[config.mk]
export PLATFORM = sky130hd
export DESIGN_NAME = system_tick_down_counter_unit
export DESIGN_NICKNAME = d
export VERILOG_FILES = /design/src/rtl/stt_pkg.sv /design/src/rtl/stt_core.sv /design/src/rtl/system_tick_down_counter_unit.sv
export SDC_FILE = /design/constraint.sdc
export NUM_CORES = 1
export LEC_CHECK = 0
export BUFFER_PORTS_ARGS = -buffer_cell sky130_fd_sc_hd__buf_2
export CORE_MARGIN = 2
export CORE_UTILIZATION = 40
export DETAILED_ROUTE_END_ITERATION = 8
export GPL_TIMING_DRIVEN = 0
export PLACE_DENSITY = 0.68
export SETUP_SLACK_MARGIN = 0.05
export SYNTH_ARGS = -nofsm -noshare
export SYNTH_HDL_FRONTEND = slang
export SYNTH_SLANG_ARGS = --single-unit
[constraint.sdc]
create_clock -name clk -period 6.9 [get_ports clk]
set_input_delay 0 -clock clk [delete_from_list [all_inputs] [get_ports clk]]
set_output_delay 0 -clock clk [all_outputs]
set_load 0.02 [all_outputs]
[src/rtl/stt_pkg.sv]
package stt_pkg;

	// Field widths of one beat
	localparam int CMD_W  = 2;
	localparam int SEL_W  = 2;
	localparam int DATA_W = 32;

	// Default geometry
	localparam int COUNT_WIDTH_DEF = 24;
	localparam int SLOW_DIVIDE_DEF = 8;

	// Control register bit positions
	localparam int CTRL_EN_BIT    = 0;
	localparam int CTRL_IE_BIT    = 1;
	localparam int CTRL_CLK_BIT   = 2;
	localparam int CTRL_ONE_BIT   = 3;
	localparam int CTRL_FLAG_BIT  = 16;

	typedef enum logic [CMD_W-1:0] {
		CMD_TICK  = 2'd0,
		CMD_READ  = 2'd1,
		CMD_WRITE = 2'd2
	} cmd_t;

	typedef enum logic [SEL_W-1:0] {
		REG_CTRL    = 2'd0,
		REG_RELOAD  = 2'd1,
		REG_CURRENT = 2'd2
	} reg_sel_t;

endpackage

[src/rtl/stt_core.sv]
module stt_core #(
	parameter int COUNT_WIDTH = stt_pkg::COUNT_WIDTH_DEF,
	parameter int SLOW_DIVIDE = stt_pkg::SLOW_DIVIDE_DEF
) (
	input  logic                      clk,
	input  logic                      arst_n,
	input  logic                      go,
	input  logic [stt_pkg::CMD_W-1:0] cmd,
	input  logic [stt_pkg::SEL_W-1:0] reg_sel,
	input  logic [stt_pkg::DATA_W-1:0] write_data,
	output logic [stt_pkg::DATA_W-1:0] read_data,
	output logic                      irq
);
	import stt_pkg::*;

	localparam int PW = $clog2(SLOW_DIVIDE);
	localparam logic [PW-1:0] PRE_LAST = PW'(SLOW_DIVIDE - 1);

	logic                   en_q, ie_q, clk_sel_q, one_q, flag_q;
	logic                   en_d, ie_d, clk_sel_d, one_d, flag_d;
	logic [COUNT_WIDTH-1:0] reload_q, reload_d, cur_q, cur_d, cur_dec;
	logic [PW-1:0]          pre_q, pre_d;
	logic                   count_go;

	assign cur_dec = cur_q - COUNT_WIDTH'(1);

	always_comb begin
		en_d      = en_q;
		ie_d      = ie_q;
		clk_sel_d = clk_sel_q;
		one_d     = one_q;
		flag_d    = flag_q;
		reload_d  = reload_q;
		cur_d     = cur_q;
		pre_d     = pre_q;
		count_go  = 1'b0;
		read_data = '0;
		irq       = 1'b0;

		unique case (cmd)
			CMD_TICK: begin
				if (en_q) begin
					if (clk_sel_q) begin
						count_go = 1'b1;
					end else if (pre_q == PRE_LAST) begin
						pre_d    = '0;
						count_go = 1'b1;
					end else begin
						pre_d = pre_q + PW'(1);
					end
				end
			end
			CMD_READ: begin
				unique case (reg_sel)
					REG_CTRL: begin
						read_data[CTRL_EN_BIT]   = en_q;
						read_data[CTRL_IE_BIT]   = ie_q;
						read_data[CTRL_CLK_BIT]  = clk_sel_q;
						read_data[CTRL_ONE_BIT]  = one_q;
						read_data[CTRL_FLAG_BIT] = flag_q;
						flag_d = 1'b0;
					end
					REG_RELOAD:  read_data = DATA_W'(reload_q);
					REG_CURRENT: read_data = DATA_W'(cur_q);
					default: ;
				endcase
			end
			CMD_WRITE: begin
				unique case (reg_sel)
					REG_CTRL: begin
						en_d      = write_data[CTRL_EN_BIT];
						ie_d      = write_data[CTRL_IE_BIT];
						clk_sel_d = write_data[CTRL_CLK_BIT];
						one_d     = write_data[CTRL_ONE_BIT];
					end
					REG_RELOAD: reload_d = write_data[COUNT_WIDTH-1:0];
					REG_CURRENT: begin
						cur_d  = '0;
						flag_d = 1'b0;
					end
					default: ;
				endcase
			end
			default: ;
		endcase

		// one count of the down counter
		if (count_go) begin
			if (cur_q == '0) begin
				cur_d = reload_q;
			end else begin
				cur_d = cur_dec;
				if (cur_dec == '0) begin
					flag_d = 1'b1;
					irq    = ie_q;
					if (one_q) begin
						en_d     = 1'b0;
						ie_d     = 1'b0;
						reload_d = '0;
					end
				end
			end
		end
	end

	always_ff @(posedge clk or negedge arst_n) begin
		if (!arst_n) begin
			en_q      <= 1'b0;
			ie_q      <= 1'b0;
			clk_sel_q <= 1'b0;
			one_q     <= 1'b0;
			flag_q    <= 1'b0;
			reload_q  <= '0;
			cur_q     <= '0;
			pre_q     <= '0;
		end else if (go) begin
			en_q      <= en_d;
			ie_q      <= ie_d;
			clk_sel_q <= clk_sel_d;
			one_q     <= one_d;
			flag_q    <= flag_d;
			reload_q  <= reload_d;
			cur_q     <= cur_d;
			pre_q     <= pre_d;
		end
	end

endmodule

[src/rtl/system_tick_down_counter_unit.sv]
// System tick down counter.
// Input channel (item_valid / item_stall) carries one beat per command:
//   cmd 0 is one core clock tick, 1 a register read, 2 a register write;
//   reg_sel picks control, reload or current value; write_data feeds writes.
// Output channel (result_valid / result_stall) returns one beat per input
//   beat, in order: read_data holds the register on a read and zero otherwise,
//   irq is high on the tick that brought the counter to zero with the
//   interrupt enabled.
// Pipeline: an accepted beat is registered into the input stage; when it
//   advances it updates the timer state and is registered into the result
//   register, which drives read_data, irq and result_valid.
// Throughput: one beat per cycle while the result register is not stalled,
//   set by the single counter update pass between input and result registers.
// Reset: arst_n clears every timer register, the prescaler and both pipeline
//   valids; item_stall is low out of reset, so the block is ready for a beat.
// Stall: while result_stall holds a pending result, the input stage keeps
//   its beat and item_stall rises once it is full; the result holds steady.
module system_tick_down_counter_unit #(
	parameter int COUNT_WIDTH = stt_pkg::COUNT_WIDTH_DEF,
	parameter int SLOW_DIVIDE = stt_pkg::SLOW_DIVIDE_DEF
) (
	input  logic                       clk,
	input  logic                       arst_n,
	input  logic                       item_valid,
	output logic                       item_stall,
	input  logic [stt_pkg::CMD_W-1:0]  cmd,
	input  logic [stt_pkg::SEL_W-1:0]  reg_sel,
	input  logic [stt_pkg::DATA_W-1:0] write_data,
	output logic                       result_valid,
	input  logic                       result_stall,
	output logic [stt_pkg::DATA_W-1:0] read_data,
	output logic                       irq
);
	import stt_pkg::*;

	// input stage
	logic              valid_s1;
	logic [CMD_W-1:0]  cmd_s1;
	logic [SEL_W-1:0]  sel_s1;
	logic [DATA_W-1:0] data_s1;

	// result register
	logic              res_valid_q;
	logic [DATA_W-1:0] rd_q;
	logic              irq_q;

	logic              out_blocked;
	logic              advance;
	logic [DATA_W-1:0] rd_c;
	logic              irq_c;

	// The result register is blocked only while it holds a beat the sink stalls.
	assign out_blocked = res_valid_q & result_stall;
	assign advance     = valid_s1 & ~out_blocked;
	assign item_stall  = valid_s1 & out_blocked;

	always_ff @(posedge clk or negedge arst_n) begin
		if (!arst_n) begin
			valid_s1 <= 1'b0;
		end else if (!item_stall) begin
			valid_s1 <= item_valid;
		end
	end

	// Capture a new beat whenever the stage is free or moving on.
	always_ff @(posedge clk) begin
		if (!item_stall && item_valid) begin
			cmd_s1  <= cmd;
			sel_s1  <= reg_sel;
			data_s1 <= write_data;
		end
	end

	stt_core #(
		.COUNT_WIDTH(COUNT_WIDTH),
		.SLOW_DIVIDE(SLOW_DIVIDE)
	) u_core (
		.clk       (clk),
		.arst_n    (arst_n),
		.go        (advance),
		.cmd       (cmd_s1),
		.reg_sel   (sel_s1),
		.write_data(data_s1),
		.read_data (rd_c),
		.irq       (irq_c)
	);

	always_ff @(posedge clk or negedge arst_n) begin
		if (!arst_n) begin
			res_valid_q <= 1'b0;
		end else if (advance) begin
			res_valid_q <= 1'b1;
		end else if (!result_stall) begin
			res_valid_q <= 1'b0;
		end
	end

	// Hold the result payload while it is stalled.
	always_ff @(posedge clk) begin
		if (advance) begin
			rd_q  <= rd_c;
			irq_q <= irq_c;
		end
	end

	assign result_valid = res_valid_q;
	assign read_data    = rd_q;
	assign irq          = irq_q;

endmodule

==> run metrics, run 1 <==
clk_skew 0.0105 ns; Post-Synth Adder-Cell Area 2.72%; leakage 2.89 nW; # clock sinks 111; Gates resized, CTS repair 0; H-tree depth 3; DIE HEIGHT 122 um; Post-CTS Setup Bufs 0; Global Route Usage Sum 20.7%; area grow syn2layout 20.7%; type of origin of the critical path flop; Fmax 0.278 GHz; final non-filler cell total 783; share of cells above drive strength 1 21.3%; Main synth FF type dfrtp_1; CTS tree built; Overflow after GRT 0; quantity of I/O buffers inserted on ports 58; Synth Area in Simple Gates 13.2%; Yosys warning total 0; multiplexer area fraction after synthesis 5.89%; mean post-synth cell area 11.2 sq um; cell row count 42; Post-synth EDFFs 53; Hold Path Class in2async; number of iterations in the first detailed-routing pass 7; setup TNS 0 ns; Worst Tran Pin Value 1.16 ns; die area 14800 sq um; crit path kind reg2reg; nets 654; routed len/inst 18.2 um; RSZ-0062 raised after global routing false; Crit Path Max Fanout 10; diode count 0; Initial Util 41.4%; final setup fails 0; final worst slack 3.30 ns; Max Root-Sink Buffers 2; mapped cell area 5520 sq um; max_cap viols 0; final wirelength 14.3 mm; largest net degree at the start of global routing 59; Num CTS Buffers 9; core area 13300 sq um; Synth Area in XOR/XNOR 1.11%; largest family of logic cells by synthesized area compound AO/OA/AOI/OAI gates; CP endpoint kind flop; relative slew slack 22.5%; Reg clk slew, reported paths 0.07 ns; Setup WS pre-CTS 3.36 ns; synthesized instance count 494; worst skew pair latency 0.36 ns; final worst path period need 3.60 ns; vias in the first global route 4378; global-route wire length before repair 23.1 mm; number of unique standard cell types used by synthesis 57; Synth Area in Compound Gates 16.6%; via count 4283; pwr dens 444 nW/um^2; DRC 0; worst vdd ir 204 uV; post-synthesis async set-or-reset flop share 52.3%; Placer Congestion 0.953; initial antenna violation count 0; Detail Placement HPWL 9.90 mm; final hold violation count 0; fin crit share 52.1%; num ports 75; DRT iter0 DRCs 339; Placed Instances 735; Final Max Slew Viols 0; sequential share of the synthesized area 55.1%; Min Hold Slack 0.270 ns; die width 122 um; Seq cells post-synth 111; run status finished clean; Antenna Nets Post-Route 0; Worst Path Required 7.13 ns; Layout Utilization 49.9%; CTS Root Cell clkbuf_16; Via density 5.47; CP arrival 3.83 ns
==> state kept, by name, indices dropped and copies added, names as in the netlist, 2 cells and up <==
register and flops:
data_s1 24, read_data 24, u_core.cur_q 24, u_core.reload_q 24
u_core.pre_q 3, cmd_s1 2, sel_s1 2
==> power breakdown <==
| part | internal [mW] | switching, mW |
|---|---|---|
| Clock | 0.259 | 0.246 |
| Combinational | 0.538 | 0.966 |
| Sequential | 0.821 | 0.130 |
==> critical path, stage by stage, from the launching register on <==
cell and delay, ns:
dfrtp_1 0.36, clkbuf_1 0.21, nor3_1 0.52, nand3_1 0.36, o41ai_1 0.61, nand4_1 0.23
nor4_4 0.68, buf_2 0.42, a21oi_2 0.09
==> logic make-up (layout without fill, tap and decap cells) <==
| family | count (synthesis) | count (layout) |
|---|---|---|
| AO/OA/AOI/OAI | 141 | 141 |
| AND/OR/NAND/NOR | 134 | 134 |
| flip-flops | 111 | 111 |
| buffers and inverters | 56 | 162 |
| multiplexers | 32 | 32 |
| adder cells (fa/ha/maj) | 12 | 12 |
| XOR/XNOR | 7 | 7 |
| other | 1 | 8 |
==> through the flow <==
| stage | cell area (sq um) | total power, mW |
|---|---|---|
| after floorplan | 5550 | 2.02 |
| after global placement | 6060 | 2.39 |
| after detailed placement | 6060 | 2.42 |
| after CTS | 6660 | 2.94 |
| after global routing | 6670 | 3.17 |
| final | 6670 | 2.96 |
==> cell usage in the layout (no fill, tap or decap), drive strengths merged, types with 6 or more instances in the layout <==
cell / n
a22oi: 19
nand3b: 6
buf: 80
dfrtp: 58
nor2: 43
dlygate4sd3: 32
edfxtp: 53
nand2: 20
nor3: 21
ha: 12
mux2i: 28
nor4: 8
o21ai: 42
conb: 8
clkbuf: 32
or4: 6
a21oi: 54
inv: 14
==> repair_timing <==
action / CTS / global route
hold buffers: 32 / 0
endpoints found under the hold margin: 47 / 0
endpoints found under the setup margin: 0 / 0
==> worst paths after layout <==
path | to | startpoint | slack [ns] | cells past startpoint
min in group clk | data_s1[22] | write_data[22] | 0.35 | 2
min | result_valid | arst_n | 0.27 | 2
min reg2reg | result_valid | valid_s1 | 0.49 | 1
max | u_core.reload_q[21] | u_core.cur_q[4] | 3.30 | 8
max reg2reg | u_core.reload_q[21] | u_core.cur_q[4] | 3.30 | 8
max in group asynchronous | u_core.cur_q[15] | arst_n | 6.11 | 2
==> routing by layer <==
metal  global-route usage (%)  wire length [um]  vias up
met4                     9.20               381        0
met2                     32.4              6730      170
met5                        0                 0        -
met3                     3.52               956       34
li1                         -                 -     2028
met1                     28.4              6210     2051
==> synthesized netlist by cell type, types with 6 or more instances <==
| library cell | count | share of area [%] |
|---|---|---|
| nor2_1 | 43 | 2.9 |
| ha_1 | 12 | 2.7 |
| nand3b_1 | 6 | 0.82 |
| buf_4 | 9 | 1.2 |
| dfrtp_1 | 58 | 26 |
| mux2i_1 | 28 | 5.1 |
| inv_1 | 12 | 0.82 |
| edfxtp_1 | 53 | 29 |
| nand2_1 | 20 | 1.4 |
| a21oi_1 | 34 | 3.1 |
| clkbuf_1 | 21 | 1.4 |
| o21ai_0 | 20 | 1.8 |
| a22oi_1 | 19 | 2.6 |
| nor3_1 | 18 | 1.6 |
| nor4_1 | 7 | 0.79 |
| o21ai_1 | 22 | 2.0 |
| a21oi_2 | 20 | 3.2 |
| buf_2 | 8 | 0.72 |
==> area by class of cell <==
| class | count | area, sq um |
|---|---|---|
| inverter | 13 | 48.8 |
| multi-input combinational | 334 | 2210 |
| clock buffer | 11 | 243 |
| timing repair buffer | 90 | 613 |
| buffer | 43 | 243 |
| sequential | 111 | 3040 |
| clock inverter | 5 | 40.0 |
| tap | 176 | 220 |
| fill | 1216 | 6680 |
(Power assumes the default switching activity.)
==> run 2: changes to the inputs <==
Clock period 6.9 ns to 3.39 ns, I/O delays scaled along.
==> run metrics, run 2 (synthesized netlist as in run 1, its figures left out) <==
CP arrival 3.28 ns; final non-filler cell total 786; slowest CP cell or4b_1; Levels on crit path 11; CP Buf/Inv Count 4; Fmax 0.314 GHz; total power 6.09 mW; relative slew slack 22.6%; DRT iter0 DRCs 381; worst skew pair latency 0.36 ns; fillers 1217; Final Max Slew Viols 0; initial antenna violation count 0; Placed Instances 735; setup TNS 0 ns; RSZ-0062 raised after global routing false; reg2reg end irq; multi-input logic area 2230 sq um; clk_skew 0.0142 ns; met1 usage 28.9%; Setup WS pre-CTS -0.151 ns; Register Area 3040 sq um; crit path kind reg2reg; final setup fails 0; run status finished clean; DRC 0; Placer Congestion 0.953; via count 4260; fin crit share 93.8%; CTS tree built; FF-to-FF Start u_core.cur_q[0]; die area 14800 sq um; reg-to-reg slack, setup 0.21 ns; Via density 5.42; die width 122 um; cell mode on critical path buf_4; pwr dens 908 nW/um^2; largest net degree at the start of global routing 59; Max Root-Sink Buffers 2; routed len/inst 18.2 um; Overflow after GRT 0; CP cell instances inv_1 > ha_1 > or4b_1 > or2_1 > clkbuf_1 > nor3_4 > xor2_2 > nor4_4 > buf_4 > buf_4 > and3_1; CP endpoint irq; final worst path period need 3.18 ns; num ports 75; number of iterations in the first detailed-routing pass 5; Crit. Startpoint u_core.cur_q[0]; nets 657; DIE HEIGHT 122 um; Worst Tran Pin Value 1.16 ns; Hold Path Class in2async; area grow syn2layout 21.4%; Initial Util 41.4%; global-route wire length before repair 23.2 mm; H-tree depth 3; met2 Usage GRT 32.3%; Detail Placement HPWL 9.90 mm; final wirelength 14.3 mm; Worst Path Required 3.49 ns; share of cells above drive strength 1 22.0%; cell row count 42; GRT met3 Usage 3.05%; Worst path max stage delay 0.52 ns; Reg clk slew, reported paths 0.08 ns; GR peak layer met2; quantity of I/O buffers inserted on ports 58; final worst slack 0.210 ns; type of origin of the critical path flop; leakage 2.90 nW; commonest non-fill, non-tap cell in the layout buf_2; final hold violation count 0; max_cap viols 0; Crit Path Max Fanout 8; diode count 0; # clock sinks 111; core area 13300 sq um; Antenna Nets Post-Route 0; Global Route Usage Sum 20.7%; most frequent cells in the layout buf_2, dfrtp_1, edfxtp_1; R2R depth 11; Num CTS Buffers 9; CP endpoint kind flop; vias in the first global route 4377; Top Family by Delay on Critical Path simple AND/OR/NAND/NOR gates; worst vdd ir 415 uV; CTS Root Cell clkbuf_16
run 2: cell count changes in the layout (fill, tap and decap cells not counted), sizes merged:
cell / previous run / this run
buf: 80 / 82
clkbuf: 32 / 33
run 2: how the worst min path moves through the flow:
stage,start,end,slack (ns),cells after the start
after floorplan,arst_n,result_valid,-0.30,0
after global placement,write_data[4],data_s1[4],0.18,1
after detailed placement,write_data[16],data_s1[16],0.18,1
after CTS,write_data[13],data_s1[13],0.34,2
after global routing,arst_n,result_valid,0.34,2
final,arst_n,result_valid,0.26,2
run 2: where the power goes:
part	total, mW	switching (mW)	internal, mW	leakage, nW
sequential	1.94	0.265	1.67	1.27
combinational	3.12	2.01	1.11	1.49
clock	1.03	0.506	0.527	0.140
run 2: area by class of cell:
class                      count  area share [%]
multi-input combinational    334            33.2
timing repair buffer          93            9.48
sequential                   111            45.4
clock inverter                 5           0.597
buffer                        43            3.66
inverter                      13           0.746
tap                          176            3.28
clock buffer                  11            3.62
run 2: metrics by stage:
stage               hold slack (ns)  cell area (sq um)  util [%]
floorplan                    -0.296               5550         -
global placement              0.176               6060      45.4
detailed placement            0.178               6060      45.4
CTS                           0.336               6690      50.1
global route                  0.336               6710      50.2
finish                        0.261               6710      50.2
run 2: routing by layer:
metal  vias to the layer above  share of wire (%)  wire, um
li1                       2028                  -         -
met1                      2045                 45      6410
met2                       156                 47      6730
met3                        31                5.6       804
met4                         0                2.6       375
met5                         -                  0         0
run 2: timing repair:
item                                   4_1_cts  5_1_grt
hold buffers                                32        0
gates resized for setup                      1        3
setup endpoints to repair                   23       16
endpoints found under the hold margin       47        0
pin swaps                                    1        0
setup buffers                                3        0
==> run 3: changes to the inputs <==
Settings changed: SYNTH_HIERARCHICAL from default to 1.
==> run metrics, run 3 <==
CP cell instances inv_1 > ha_1 > buf_2 > nor4b_4 > nand3_1 > o31ai_4 > or4bb_1 > nor4_4 > buf_4 > buf_6 > nor2_2; leakage 3.19 nW; final non-filler cell total 820; DRC 0; # clock sinks 119; final worst path period need 3.16 ns; Crit Path Max Fanout 10; relative slew slack 21.0%; Hold Path Class in2async; setup TNS 0 ns; max_cap viols 0; Final Max Slew Viols 0; Worst Tran Pin Value 1.19 ns; Crit. Startpoint u_core/cur_q[1]; slowest CP cell or4bb_1; Initial Util 41.1%; global-route wire length before repair 23.3 mm; Fmax 0.317 GHz; routed len/inst 18.0 um; max reg flops 32; core area 14000 sq um; Antenna Nets Post-Route 0; die width 124 um; worst vdd ir 383 uV; share of cells above drive strength 1 24.5%; Via density 5.46; CP endpoint kind flop; most frequent cells in the layout buf_2, nor2_1, edfxtp_1; Max Root-Sink Buffers 2; DRT iter0 DRCs 397; H-tree depth 4; CTS Root Cell clkbuf_16; initial antenna violation count 0; Global Route Usage Sum 20.7%; number of iterations in the first detailed-routing pass 5; synthesized instance count 500; pwr dens 795 nW/um^2; CTS tree built; cell row count 43; Worst path max stage delay 0.56 ns; Min Hold Slack 0.193 ns; Worst Path Required 3.69 ns; Yosys warning total 6; largest net degree at the start of global routing 59; Num CTS Buffers 17; RSZ-0062 raised after global routing false; FF-to-FF Start u_core/cur_q[1]; run status finished clean; diode count 0; num ports 75; mapped cell area 5750 sq um; type of origin of the critical path flop; nets 678; die area 15400 sq um; area grow syn2layout 26.2%; final wirelength 14.8 mm; DIE HEIGHT 124 um; fillers 1257; via count 4480; mean post-synth cell area 11.5 sq um; crit path kind reg2reg; fin crit share 93.1%; quantity of I/O buffers inserted on ports 66; commonest non-fill, non-tap cell in the layout buf_2; clk_skew 0.00683 ns; total power 5.77 mW; Placer Congestion 0.932; Reg clk slew, reported paths 0.06 ns; vias in the first global route 4362; final hold violation count 0; Overflow after GRT 0; worst skew pair latency 0.42 ns; final setup fails 0; Detail Placement HPWL 9.99 mm; Placed Instances 754; CP arrival 3.46 ns
[run 3: power by group]
group          switching [mW]  leakage [nW]  internal (mW)
sequential              0.273          1.35           1.76
combinational            1.29          1.59          0.776
clock                   0.662         0.257           1.00
[run 3: area by class of cell]
type / instances / area (sq um) / area share [%]
Buffer: 39 / 225 / 3.10
Clock buffer: 17 / 425 / 5.86
Clock inverter: 15 / 129 / 1.78
Inverter: 9 / 33.8 / 0.465
Multi-Input combinational cell: 340 / 2250 / 31.0
Sequential cell: 119 / 3280 / 45.2
Tap cell: 180 / 225 / 3.10
Timing Repair Buffer: 101 / 688 / 9.48
[run 3: critical path, delay by kind of cell (launching register included)]
kind | cells | cell delay [ns]
AO/OA/AOI/OAI | 1 | 0.24
AND/OR/NAND/NOR | 5 | 1.49
flip-flops | 1 | 0.45
buffers and inverters | 4 | 0.70
adder cells (fa/ha/maj) | 1 | 0.15
[run 3: worst paths after layout]
check,end,slack (ns),cells after the start
max in group asynchronous,u_core/cur_q[14],2.69,2
min in group clk,data_s1[15],0.29,2
setup / recovery,u_core/reload_q[22],0.23,11
hold reg to reg,u_core/reload_q[19],0.49,2
hold / removal,u_core/en_q,0.19,2
setup reg to reg,u_core/reload_q[22],0.23,11
[run 3: through the flow]
| step | utilization [%] | setup slack [ns] | area, sq um |
|---|---|---|---|
| after global placement | 45.3 | -0.323 | 6340 |
| after detailed placement | 45.5 | 0.155 | 6370 |
| final | 51.9 | 0.233 | 7260 |
| after CTS | 51.8 | 0.136 | 7240 |
| after global routing | 51.9 | 0.0610 | 7260 |
| after floorplan | - | 0.301 | 5780 |
[run 3: repair_timing]
item,CTS,global route
endpoints found under the hold margin,92,0
setup endpoints to repair,0,20
resized for setup,0,0
hold buffers,32,0
setup buffers,0,2
[run 3: per-layer routing]
layer | vias up | GRT usage [%] | wire length, um
li1 | 2109 | - | -
met1 | 2146 | 27.2 | 6110
met2 | 197 | 31.9 | 7080
met3 | 28 | 5.68 | 1260
met4 | 0 | 9.62 | 328
met5 | - | 0 | 0
